**src/design/bts_pkg.sv**
```systemverilog
// Shared types and constants for the backoff timeout sequencer.
`timescale 1ns / 1ps

package bts_pkg;

  localparam int DUR_W       = 32;
  localparam int MULT_W      = 16;
  localparam int FRAC_W      = 8;
  localparam int TABLE_DEPTH = 16;
  localparam int IDX_W       = 4;
  localparam int USED_W      = 5;
  localparam int COUNT_W     = 16;
  localparam int CFG_IDX_W   = 3;
  localparam int CFG_DATA_W  = 32;
  localparam int PROD_W      = DUR_W + MULT_W;

  // Operation codes carried by an input word.
  typedef enum logic [1:0] {
    OP_RESTART      = 2'd0,
    OP_NEXT         = 2'd1,
    OP_LOAD_ATTEMPT = 2'd2,
    OP_LOAD_RETRY   = 2'd3
  } op_t;

  // Configuration register indexes.
  typedef enum logic [CFG_IDX_W-1:0] {
    CFG_ATTEMPT_MULT  = 3'd0,
    CFG_RETRY_MULT    = 3'd1,
    CFG_ATTEMPT_LIMIT = 3'd2,
    CFG_RETRY_LIMIT   = 3'd3,
    CFG_ATTEMPT_USED  = 3'd4,
    CFG_RETRY_USED    = 3'd5
  } cfg_idx_t;

  // Per-channel control for one committed word.
  typedef struct packed {
    logic               restart;
    logic               advance;
    logic               load;
    logic [IDX_W-1:0]   load_index;
    logic [DUR_W-1:0]   load_value;
    logic [COUNT_W-1:0] count_next;
    logic [MULT_W-1:0]  mult;
    logic [DUR_W-1:0]   limit;
    logic [USED_W-1:0]  used;
  } chan_ctrl_t;

endpackage

```
**src/design/bts_if.sv**
```systemverilog
// Valid/ready channel interfaces for input and result words.
`timescale 1ns / 1ps

interface bts_in_if;
  import bts_pkg::*;

  logic             valid;
  logic             ready;
  logic [1:0]       op;
  logic [IDX_W-1:0] entry_index;
  logic [DUR_W-1:0] duration_value;

  modport source (output valid, output op, output entry_index, output duration_value,
                  input ready);
  modport sink (input valid, input op, input entry_index, input duration_value,
                output ready);
endinterface

interface bts_out_if;
  import bts_pkg::*;

  logic               valid;
  logic               ready;
  logic [DUR_W-1:0]   attempt_timeout;
  logic [DUR_W-1:0]   retry_delay;
  logic [COUNT_W-1:0] attempt_count;

  modport source (output valid, output attempt_timeout, output retry_delay,
                  output attempt_count, input ready);
  modport sink (input valid, input attempt_timeout, input retry_delay,
                input attempt_count, output ready);
endinterface

```
**src/design/bts_channel.sv**
```systemverilog
// One backoff channel: duration table, growth multiply, limit clamp and current value.
`timescale 1ns / 1ps

module bts_channel (
  input  logic                      clk,
  input  logic                      rst,
  input  bts_pkg::chan_ctrl_t       ctrl,
  output logic [bts_pkg::DUR_W-1:0] value
);
  import bts_pkg::*;

  logic [DUR_W-1:0]         tbl [TABLE_DEPTH];
  logic [USED_W-1:0]        used_n;
  logic [IDX_W-1:0]         rd_addr;
  logic                     use_table;
  logic [PROD_W-1:0]        product;
  logic [PROD_W-FRAC_W-1:0] shifted;
  logic [DUR_W-1:0]         grown;
  logic [DUR_W-1:0]         picked;
  logic [DUR_W-1:0]         clamped;
  logic                     update;

  // Table writes from load words.
  always_ff @(posedge clk) begin
    if (ctrl.load) begin
      tbl[ctrl.load_index] <= ctrl.load_value;
    end
  end

  // Entries in use, limited to the table depth.
  assign used_n = (ctrl.used > USED_W'(TABLE_DEPTH)) ? USED_W'(TABLE_DEPTH) : ctrl.used;

  // A restart reads the first entry; a next word reads at the new count.
  assign rd_addr   = ctrl.restart ? '0 : ctrl.count_next[IDX_W-1:0];
  assign use_table = ctrl.restart ||
                     (ctrl.count_next < {{(COUNT_W-USED_W){1'b0}}, used_n});

  // Growth past the table end: truncate the fraction, saturate at full scale.
  assign product = {{MULT_W{1'b0}}, value} * {{DUR_W{1'b0}}, ctrl.mult};
  assign shifted = product[PROD_W-1:FRAC_W];
  assign grown   = (|shifted[PROD_W-FRAC_W-1:DUR_W]) ? {DUR_W{1'b1}} : shifted[DUR_W-1:0];

  // Select and clamp; a zero limit means no cap.
  assign picked  = use_table ? tbl[rd_addr] : grown;
  assign clamped = ((ctrl.limit != '0) && (picked > ctrl.limit)) ? ctrl.limit : picked;

  // An empty table leaves the value alone on restart.
  assign update = ctrl.advance || (ctrl.restart && (used_n != '0));

  always_ff @(posedge clk) begin
    if (rst) begin
      value <= '0;
    end else if (update) begin
      value <= clamped;
    end
  end

endmodule

```
**src/design/backoff_timeout_sequencer_core.sv**
```systemverilog
// Top level of the backoff timeout sequencer.
// Accepts one word per cycle while the result side takes words, and returns one result
// word for each. Each word is captured in an input register; when it commits, each
// channel reads its table or multiplies its current value by the growth factor,
// clamps to its limit and stores the outcome, and that stored state is the result
// payload. Throughput is set by the update loop on the current values and the
// attempt count, so back-to-back words run at full rate unless the result side stalls. The
// duration tables are not cleared at reset; reading an entry that was never loaded
// returns an undefined duration. Configuration must be written only while idle.
`timescale 1ns / 1ps

module backoff_timeout_sequencer_core (
  input  logic                           clk,
  input  logic                           rst,
  bts_in_if.sink                         item,
  bts_out_if.source                      result,
  input  logic                           cfg_we,
  input  logic [bts_pkg::CFG_IDX_W-1:0]  cfg_index,
  input  logic [bts_pkg::CFG_DATA_W-1:0] cfg_data
);
  import bts_pkg::*;

  // Configuration registers.
  logic [MULT_W-1:0] attempt_mult;
  logic [MULT_W-1:0] retry_mult;
  logic [DUR_W-1:0]  attempt_limit;
  logic [DUR_W-1:0]  retry_limit;
  logic [USED_W-1:0] attempt_used;
  logic [USED_W-1:0] retry_used;

  // Input register.
  logic             q_valid;
  op_t              q_op;
  logic [IDX_W-1:0] q_index;
  logic [DUR_W-1:0] q_value;

  logic               out_valid;
  logic [COUNT_W-1:0] count;
  logic [COUNT_W-1:0] count_next;
  logic               move;
  chan_ctrl_t         attempt_ctrl;
  chan_ctrl_t         retry_ctrl;

  always_ff @(posedge clk) begin
    if (rst) begin
      attempt_mult  <= MULT_W'(256);
      retry_mult    <= MULT_W'(256);
      attempt_limit <= '0;
      retry_limit   <= '0;
      attempt_used  <= '0;
      retry_used    <= '0;
    end else if (cfg_we) begin
      case (cfg_idx_t'(cfg_index))
        CFG_ATTEMPT_MULT:  attempt_mult  <= cfg_data[MULT_W-1:0];
        CFG_RETRY_MULT:    retry_mult    <= cfg_data[MULT_W-1:0];
        CFG_ATTEMPT_LIMIT: attempt_limit <= cfg_data[DUR_W-1:0];
        CFG_RETRY_LIMIT:   retry_limit   <= cfg_data[DUR_W-1:0];
        CFG_ATTEMPT_USED:  attempt_used  <= cfg_data[USED_W-1:0];
        CFG_RETRY_USED:    retry_used    <= cfg_data[USED_W-1:0];
        default: ;
      endcase
    end
  end

  // The held word commits when the result stage is free or being emptied.
  assign move       = q_valid && (!out_valid || result.ready);
  assign item.ready = !q_valid || move;

  always_ff @(posedge clk) begin
    if (rst) begin
      q_valid <= 1'b0;
    end else if (item.ready) begin
      q_valid <= item.valid;
    end
  end

  always_ff @(posedge clk) begin
    if (item.valid && item.ready) begin
      q_op    <= op_t'(item.op);
      q_index <= item.entry_index;
      q_value <= item.duration_value;
    end
  end

  // Attempt count after the held word, saturating at full scale.
  always_comb begin
    case (q_op)
      OP_RESTART: count_next = '0;
      OP_NEXT:    count_next = (count == {COUNT_W{1'b1}}) ? count : count + COUNT_W'(1);
      default:    count_next = count;
    endcase
  end

  always_ff @(posedge clk) begin
    if (rst) begin
      count <= '0;
    end else if (move) begin
      count <= count_next;
    end
  end

  // Channel controls, active only on the commit cycle.
  always_comb begin
    attempt_ctrl.restart    = move && (q_op == OP_RESTART);
    attempt_ctrl.advance    = move && (q_op == OP_NEXT);
    attempt_ctrl.load       = move && (q_op == OP_LOAD_ATTEMPT);
    attempt_ctrl.load_index = q_index;
    attempt_ctrl.load_value = q_value;
    attempt_ctrl.count_next = count_next;
    attempt_ctrl.mult       = attempt_mult;
    attempt_ctrl.limit      = attempt_limit;
    attempt_ctrl.used       = attempt_used;

    retry_ctrl.restart      = move && (q_op == OP_RESTART);
    retry_ctrl.advance      = move && (q_op == OP_NEXT);
    retry_ctrl.load         = move && (q_op == OP_LOAD_RETRY);
    retry_ctrl.load_index   = q_index;
    retry_ctrl.load_value   = q_value;
    retry_ctrl.count_next   = count_next;
    retry_ctrl.mult         = retry_mult;
    retry_ctrl.limit        = retry_limit;
    retry_ctrl.used         = retry_used;
  end

  bts_channel u_attempt (
    .clk   (clk),
    .rst   (rst),
    .ctrl  (attempt_ctrl),
    .value (result.attempt_timeout)
  );

  bts_channel u_retry (
    .clk   (clk),
    .rst   (rst),
    .ctrl  (retry_ctrl),
    .value (result.retry_delay)
  );

  // Result valid; the payload is the state, which changes only on commit.
  always_ff @(posedge clk) begin
    if (rst) begin
      out_valid <= 1'b0;
    end else if (move) begin
      out_valid <= 1'b1;
    end else if (result.ready) begin
      out_valid <= 1'b0;
    end
  end

  assign result.valid         = out_valid;
  assign result.attempt_count = count;

endmodule

```
**src/flat_wrapper.sv**
```systemverilog
// flat-port wrapper written by rule: the top's interface ports become plain ports
module backoff_timeout_sequencer_core_flat import bts_pkg::*;
  (clk, rst, cfg_we, cfg_index, cfg_data, item_valid, item_op, item_entry_index, item_duration_value, item_ready, result_valid, result_attempt_timeout, result_retry_delay, result_attempt_count, result_ready);
  bts_in_if item_i ();
  bts_out_if result_i ();
  input  logic clk;
  input  logic rst;
  input  logic cfg_we;
  input  logic [bts_pkg::CFG_IDX_W-1:0] cfg_index;
  input  logic [bts_pkg::CFG_DATA_W-1:0] cfg_data;
  input wire logic [$bits(item_i.valid)-1:0] item_valid;
  input wire logic [$bits(item_i.op)-1:0] item_op;
  input wire logic [$bits(item_i.entry_index)-1:0] item_entry_index;
  input wire logic [$bits(item_i.duration_value)-1:0] item_duration_value;
  output wire logic [$bits(item_i.ready)-1:0] item_ready;
  output wire logic [$bits(result_i.valid)-1:0] result_valid;
  output wire logic [$bits(result_i.attempt_timeout)-1:0] result_attempt_timeout;
  output wire logic [$bits(result_i.retry_delay)-1:0] result_retry_delay;
  output wire logic [$bits(result_i.attempt_count)-1:0] result_attempt_count;
  input wire logic [$bits(result_i.ready)-1:0] result_ready;
  assign item_i.valid = item_valid;
  assign item_i.op = item_op;
  assign item_i.entry_index = item_entry_index;
  assign item_i.duration_value = item_duration_value;
  assign item_ready = item_i.ready;
  assign result_valid = result_i.valid;
  assign result_attempt_timeout = result_i.attempt_timeout;
  assign result_retry_delay = result_i.retry_delay;
  assign result_attempt_count = result_i.attempt_count;
  assign result_i.ready = result_ready;
  backoff_timeout_sequencer_core u_core (.clk(clk), .rst(rst), .item(item_i), .result(result_i), .cfg_we(cfg_we), .cfg_index(cfg_index), .cfg_data(cfg_data));
endmodule
```
**config.mk**
```make
export PLATFORM = sky130hd
export DESIGN_NAME = backoff_timeout_sequencer_core_flat
export DESIGN_NICKNAME = d
export VERILOG_FILES = /design/src/design/bts_pkg.sv /design/src/design/bts_if.sv /design/src/design/bts_channel.sv /design/src/design/backoff_timeout_sequencer_core.sv /design/src/flat_wrapper.sv
export SDC_FILE = /design/constraint.sdc
export NUM_CORES = 2
export LEC_CHECK = 0
export ABC_AREA = 1
export BUFFER_PORTS_ARGS = -buffer_cell sky130_fd_sc_hd__clkbuf_2
export CORE_MARGIN = 1.5
export CORE_UTILIZATION = 35
export DETAILED_ROUTE_END_ITERATION = 10
export HOLD_SLACK_MARGIN = 0.03
export PLACE_DENSITY = 0.55
export SYNTH_ARGS = -nofsm -noshare
export SYNTH_HDL_FRONTEND = slang
export SYNTH_SLANG_ARGS = --single-unit
```
**constraint.sdc**
```tcl
create_clock -name clk -period 11.05 [get_ports clk]
set_input_delay 2.21 -clock clk [delete_from_list [all_inputs] [get_ports clk]]
set_output_delay 2.21 -clock clk [all_outputs]
set_load 0.1 [all_outputs]
```
== Word-level counts from Yosys, hierarchy flattened ==
Memories as Yosys holds them, arrays and structs flattened.
Cells that the tools add are included.

* Register bits: 226
* Bits in writable memories: 1024
* Logic and storage cells: 84
* Memories: 2
* Output and inout port bits: 82

{| class="wikitable"
|+ Memories
! name !! depth !! bits a word !! read ports !! clocked after memory_dff !! wr ports !! line !! text
|-
| u_core.u_attempt.tbl || 16 || 32 || 1 || 0 || 1 || bts_channel.sv:12 || <nowiki>logic [DUR_W-1:0] tbl [TABLE_DEPTH];</nowiki>
|-
| u_core.u_retry.tbl || 16 || 32 || 1 || 0 || 1 || bts_channel.sv:12 ||
|}

* Reductions and logical operators: 33
* Add/sub/neg operators: 1
* Order comparisons: 6
* $mul: 2
* Mux-type cells: 17
* Equal/unequal tests: 9

{| class="wikitable"
|+ Operator list
! cell !! count
|-
| $mux W32 || 6
|-
| $mul A32 B16 Y48 || 2
|-
| $gt A32 B32 Y1 || 2
|-
| $reduce_bool A32 Y1 || 2
|-
| $lt A16 B5 Y1 || 2
|-
| $pmux W16 S2 || 1
|-
| $add A16 B1 Y16 const B || 1
|-
| $eq A16 B16 Y1 const B || 1
|-
| $mux W16 || 1
|-
| $reduce_or A8 Y1 || 2
|-
| $reduce_and A2 Y1 || 6
|-
| $gt A5 B5 Y1 const B || 2
|-
| $logic_and A1 B1 Y1 || 10
|-
| $mux W5 || 2
|-
| $reduce_bool A5 Y1 || 2
|-
| $eq A3 B2 Y1 const B || 2
|-
| $eq A3 B3 Y1 const B || 2
|-
| $logic_or A1 B1 Y1 || 6
|-
| $mux W1 || 6
|-
| $eq A2 B2 Y1 const B || 2
|-
| $mux W4 || 1
|-
| $eq A3 B1 Y1 const B || 1
|-
| $logic_not A3 Y1 || 1
|-
| $eq A2 B1 Y1 const B || 1
|-
| other kinds (3) || 4
|}

== Depth between registers and ports, before layout ==
An unclocked memory read counts as a cell.

* Depth in word-level cells: 10
* Gate-level depth with buffers: 51

== Cells and area by module ==
Synthesis repeated with hierarchy kept, for this count alone.

* Cell total of the unflattened synthesis: 9603
* Area, all modules: 87682.8 um^2

{| class="wikitable"
|+ By module, submodules not included
! module !! times used !! cells an instance !! sequential area each (um^2) !! area an instance (um^2)
|-
| bts_channel at u_core.u_attempt || 1 || 4451 || 16015.4 || 40921.7
|-
| bts_channel at u_core.u_retry || 1 || 4395 || 16015.4 || 40512.6
|-
| backoff_timeout_sequencer_core || 1 || 757 || 3623.5 || 6248.5
|}

== Worst setup path before layout ==
OpenSTA, ideal clock, no wires.

* Path type: flip-flop to flip-flop
* From: reg u_core.u_retry.value[29] (netlist name)
* To: reg u_core.u_retry.value[11] (netlist name)
* Arrival: 8.389 ns
* Path slack: 2.529 ns
* Cell stages (with the launch flop): 43
* Required time: 10.918 ns
* Clock period less this slack: 8.521 ns
* Library setup time: 0.132 ns
* Cell sequence: dfxtp_1 clkbuf_1 clkbuf_1 nand2_1 fa_1 inv_1 fa_1 inv_1 fa_1 inv_1 fa_1 fa_1 inv_1 fa_1 inv_1 ha_1 nand2_1 nor2_1 [7 not listed] nor2_2 nand2_1 nor2_1 nand2_1 and2_1 ha_1 nand2_1 nor2_1 nand4_1 nor4_1 nand2_1 o211ai_1 clkbuf_1 nand3_1 nand2_1 inv_1 nand2_1 a21oi_1

* Word-level cells in the longest chain between the ends: 7

{| class="wikitable"
|+ RTL lines
! element !! line !! text
|-
| from (decl) || bts_channel.sv:8 || <nowiki>output logic [bts_pkg::DUR_W-1:0] value</nowiki>
|-
| from (signal assigned) || bts_channel.sv:54 || <nowiki>value <= clamped;</nowiki>
|-
| $mul A32 B16 Y48 * || bts_channel.sv:39 || <nowiki>assign product = {{MULT_W{1'b0}}, value} * {{DUR_W{1'b0}}, ctrl.mult};</nowiki>
|-
| $reduce_or A8 Y1 || bts_channel.sv:41 || <nowiki>assign grown = (|shifted[PROD_W-FRAC_W-1:DUR_W]) ? {DUR_W{1'b1}} : shifted[DUR_W-1:0];</nowiki>
|-
| $mux W32 * || bts_channel.sv:41 ||
|-
| $mux W32 * || bts_channel.sv:44 || <nowiki>assign picked = use_table ? tbl[rd_addr] : grown;</nowiki>
|-
| $gt A32 B32 Y1 || bts_channel.sv:45 || <nowiki>assign clamped = ((ctrl.limit != '0) && (picked > ctrl.limit)) ? ctrl.limit : picked;</nowiki>
|-
| $logic_and A1 B1 Y1 || bts_channel.sv:45 ||
|-
| $mux W32 * || bts_channel.sv:45 ||
|}

Every way passes the cells marked *; elsewhere a longest branch is shown, timed or not.
A chain may end at the register's enable or synchronous reset.

== Worst setup path after layout ==
* From: reg u_core.u_attempt.value[22] (netlist name)
* To: reg u_core.u_attempt.value[18] (netlist name)

* Word-level cells in the longest chain between the ends: 7

{| class="wikitable"
|+ RTL lines
! element !! line
|-
| from (decl) || bts_channel.sv:8
|-
| from (signal assigned) || bts_channel.sv:54
|-
| $mul A32 B16 Y48 * || bts_channel.sv:39
|-
| $reduce_or A8 Y1 || bts_channel.sv:41
|-
| $mux W32 * || bts_channel.sv:41
|-
| $mux W32 * || bts_channel.sv:44
|-
| $gt A32 B32 Y1 || bts_channel.sv:45
|-
| $logic_and A1 B1 Y1 || bts_channel.sv:45
|-
| $mux W32 * || bts_channel.sv:45
|}

Marked as above.

==> results by group <==
Finish
  • Final-stage net count: 12.0k
  • Reg area: 35,700 µm²
  • Filler instances: roughly 26k
  • Share of layout cells above drive strength 1: 0.0582
  • Finished Cell Area: 101,000 µm²
  • Final core utilization: 0.387
  • Layout Cells excl Fill: 14.4k
  • Multi-input logic area: between 40,000 and 50,000 µm²
  • Area delta synth->final: 9.78%

STA
  • Worst rel slew slack: 0.158
  • Post-layout min period: around 10 ns
  • WHS: 0.464 ns
  • Worst-margin pin slew: 1.26 ns
  • Final hold violation count: 0
  • Final setup fails: 0
  • RSZ-0062 raised after global routing: no
  • Final Cycle Share: 0.909
  • TNS Setup: 0 ns
  • Slew Viols, Final: 0
  • Final setup margin: 1.01 ns
  • Final Skew: approximately 0.038 ns
  • Highest Clock Rate: 99.6 MHz

Yosys
  • Cell area after synthesis: roughly 92,000 µm²
  • Largest family of logic cells by synthesized area: adder cells
  • Post-synthesis simple-gate area fraction: 0.195
  • Mux contribution to synthesized area: 0
  • Post-Syn Instances: 10.8k
  • EDFF count, synth: ~1.1k
  • Adder-Cell Fraction of Synth Area: 0.224
  • Top FF cell, synth: edfxtp_1
  • Post-Syn Area per Cell: 8.45 µm²
  • Yosys cell types: 54
  • Synth Area in XOR/XNOR: 0.00641
  • Area contributors post-synth: edfxtp_1 (35%), fa_1 (18%), nand2_1 (12%)
  • Top cell type's share of synthesized area: 0.348
  • Sequential share of the synthesized area: 0.389
  • Largest area contributor in the netlist: edfxtp_1
  • Mapped Nets: 12.1k
  • Synth Area in Compound Gates: 0.0458
  • Most frequent cell after synthesis: nand2_1
  • Synth warnings: 0
  • List of most frequent post-synthesis cells: nand2_1 (2,843), inv_1 (2,705), edfxtp_1 (1,062)
  • Ys async rst share: 0
  • Seq cells post-synth: approximately 1.3k

Worst hold path
  • Min-delay src: u_core.u_attempt.value[0]
  • Hold depth: 2
  • Hold path endpoint: u_core.u_attempt.value[0]
  • Hold Path Class: flip-flop to flip-flop

Clock network
  • Reg clk slew, reported paths: 0.07 ns
  • CTS tree: done
  • Clock sink total: 1,250
  • Maximum clock path buffer count: 3
  • CTS buffer count: 141
  • Clock latency on the worst-skew pair: 0.78 ns
  • Post-cts sizing count: 0
  • CTS Root Cell: clkbuf_16
  • CTS H-tree lvls: 4
  • Post-CTS setup buffer count: 0
  • Hold-fix buffers at CTS: 0

Power
  • Peak supply drop: roughly 0.00011 V
  • Total chip power: roughly 12 mW
  • PwrDens: between 100 and 150 nW/µm²
  • Leakage: 49.4 nW

Status
  • Outcome: complete, no violations

Route
  • Via count: approximately 69k
  • Wirelength per Cell: slightly below 20 µm
  • DR pass1 iterations: 6
  • Final WL: 279,000 µm
  • Vias/cell: 4.80
  • Number of DRC markers in iteration 0: 5,371
  • Number of nets with antenna violations after routing: 0
  • Residual DRC count: 0

Worst setup path
  • Register-to-Register Path Depth: 39
  • Req. time, crit path: 11.65 ns
  • R2R Setup Slk: between 1 and 1.5 ns
  • Crit Path Category: flip-flop to flip-flop
  • Most used cell along the critical path: nand2_1
  • RR Endpoint: u_core.u_attempt.value[18]
  • Slowest-stage cell, CP: dfxtp_1
  • Crit path largest cell delay: 1.09 ns
  • Critical R2R Launch: u_core.u_attempt.value[22]
  • Capturing element type of the critical path: flip-flop
  • Critical path peak fanout: 57
  • CP startpoint kind: flip-flop
  • Worst Path Arrival: roughly 11 ns

Global route
  • Global-route wire length before repair: 426,000 µm
  • Largest net degree at the start of global routing: 167
  • Vias in the first global route: 69.4k
  • Initial antenna violation count: 10
  • Congestion Overflow GR: 0
  • Gr usage total: 0.211

Floorplanning
  • Rows: 187
  • Core Region: between 200,000 and 300,000 µm²
  • Die X: 514 µm
  • Die height: 514 µm
  • Ports: 160
  • Initial Utilization: 0.352
  • Die area: 265,000 µm²

Placed design
  • Worst slack, placed: between 1 and 1.5 ns
  • Placer Congestion: 0.932
  • Dpl cells: 14.1k
  • Port buffer count: ~160
  • Dpl hpwl: 192,000 µm
  • Post-place instance area: approximately 96,000 µm²

Job
  • Total of max-cap violations: 0
## cells in the final DEF (no fill, tap or decap), drive strengths merged, types with 2 or more instances in the layout
cell,Yosys,routed
nand4,33,33
nor2,476,476
o21bai,12,12
diode,0,3
ha,307,307
fa,834,834
and2,29,29
nand3,892,892
o21a,5,5
a211oi,2,2
bufinv,0,11
dfxtp,188,188
o211ai,106,106
a31oi,7,7
nor4,14,14
clkinvlp,0,2
buf,199,197
or2,19,19
o21ai,353,353
xnor2,31,31
edfxtp,1062,1062
clkbuf,354,343
a21o,3,3
a21oi,262,262
inv,2709,2710
nand3b,8,8
clkinv,4,59
xor2,36,36
nand2,2851,2851
nor3,27,27
## kinds of logic (layout without fill, tap and decap cells)
group | count (synthesis) | after routing
flops | 1250 | 1250
buf+inv | 3266 | 3322
simple gates | 4352 | 4352
fa+ha+maj | 1141 | 1141
compound gates | 756 | 756
other cells | 0 | 3
xor+xnor | 67 | 67
## where the power goes
| part | total [mW] | switching [mW] | internal (mW) |
|---|---|---|---|
| Sequential | 5.38 | 0.209 | 5.17 |
| Combinational | 2.46 | 1.73 | 0.730 |
| Clock | 4.64 | 1.95 | 2.69 |
## registers in the layout, summed over array words and instances, names as in the netlist
name                         count
u_core.u_attempt.tbl           512
u_core.u_retry.tbl             512
u_core.attempt_limit            32
u_core.q_value                  32
u_core.retry_limit              32
u_core.u_attempt.value          32
u_core.u_retry.value            32
u_core.attempt_mult             16
u_core.result.attempt_count     16
u_core.retry_mult               16
u_core.attempt_used              5
u_core.retry_used                5
u_core.q_index                   4
u_core.q_op                      2
u_core.q_valid                   1
u_core.result.valid              1
## cell type report
type	instances	area share
multi-input cells	6316	0.432
flip-flops and latches	1250	0.355
inverters	2713	0.102
well taps	3496	0.0435
clock buffers	184	0.0377
repair buffers	356	0.0231
clock inverters	69	0.00727
diodes	3	0.0000747
## worst max-delay path by stage
stage	startpoint	slack, ns	cells after the start	endpoint
finish	u_core.u_attempt.value[22]	1.01	39	u_core.u_attempt.value[18]
global route	u_core.u_attempt.value[22]	0.23	37	u_core.u_attempt.value[18]
detailed placement	u_core.u_attempt.value[16]	1.14	42	u_core.u_attempt.value[18]
floorplan	u_core.u_retry.value[29]	2.53	42	u_core.u_retry.value[11]
CTS	u_core.u_attempt.value[11]	1.11	40	u_core.u_attempt.value[18]
global placement	u_core.u_attempt.value[22]	1.13	37	u_core.u_attempt.value[18]
## worst max-delay path, delay by kind of cell, from the launching register on
kind / cells / cell delay (ns)
buffers and inverters: 6 / 0.58
AOI/OAI and AO/OA: 3 / 1.09
adders and majority gates: 8 / 3.82
and+or+nand+nor: 22 / 3.28
DFF: 1 / 1.09
## metal layers
layer | global-route usage | share of wire
met2 | 0.349 | 0.47
met5 | 0 | 0.000097
met1 | 0.293 | 0.45
met3 | 0.0258 | 0.058
met4 | 0.0534 | 0.024
No activity file was read; power rests on OpenSTA's default activity.
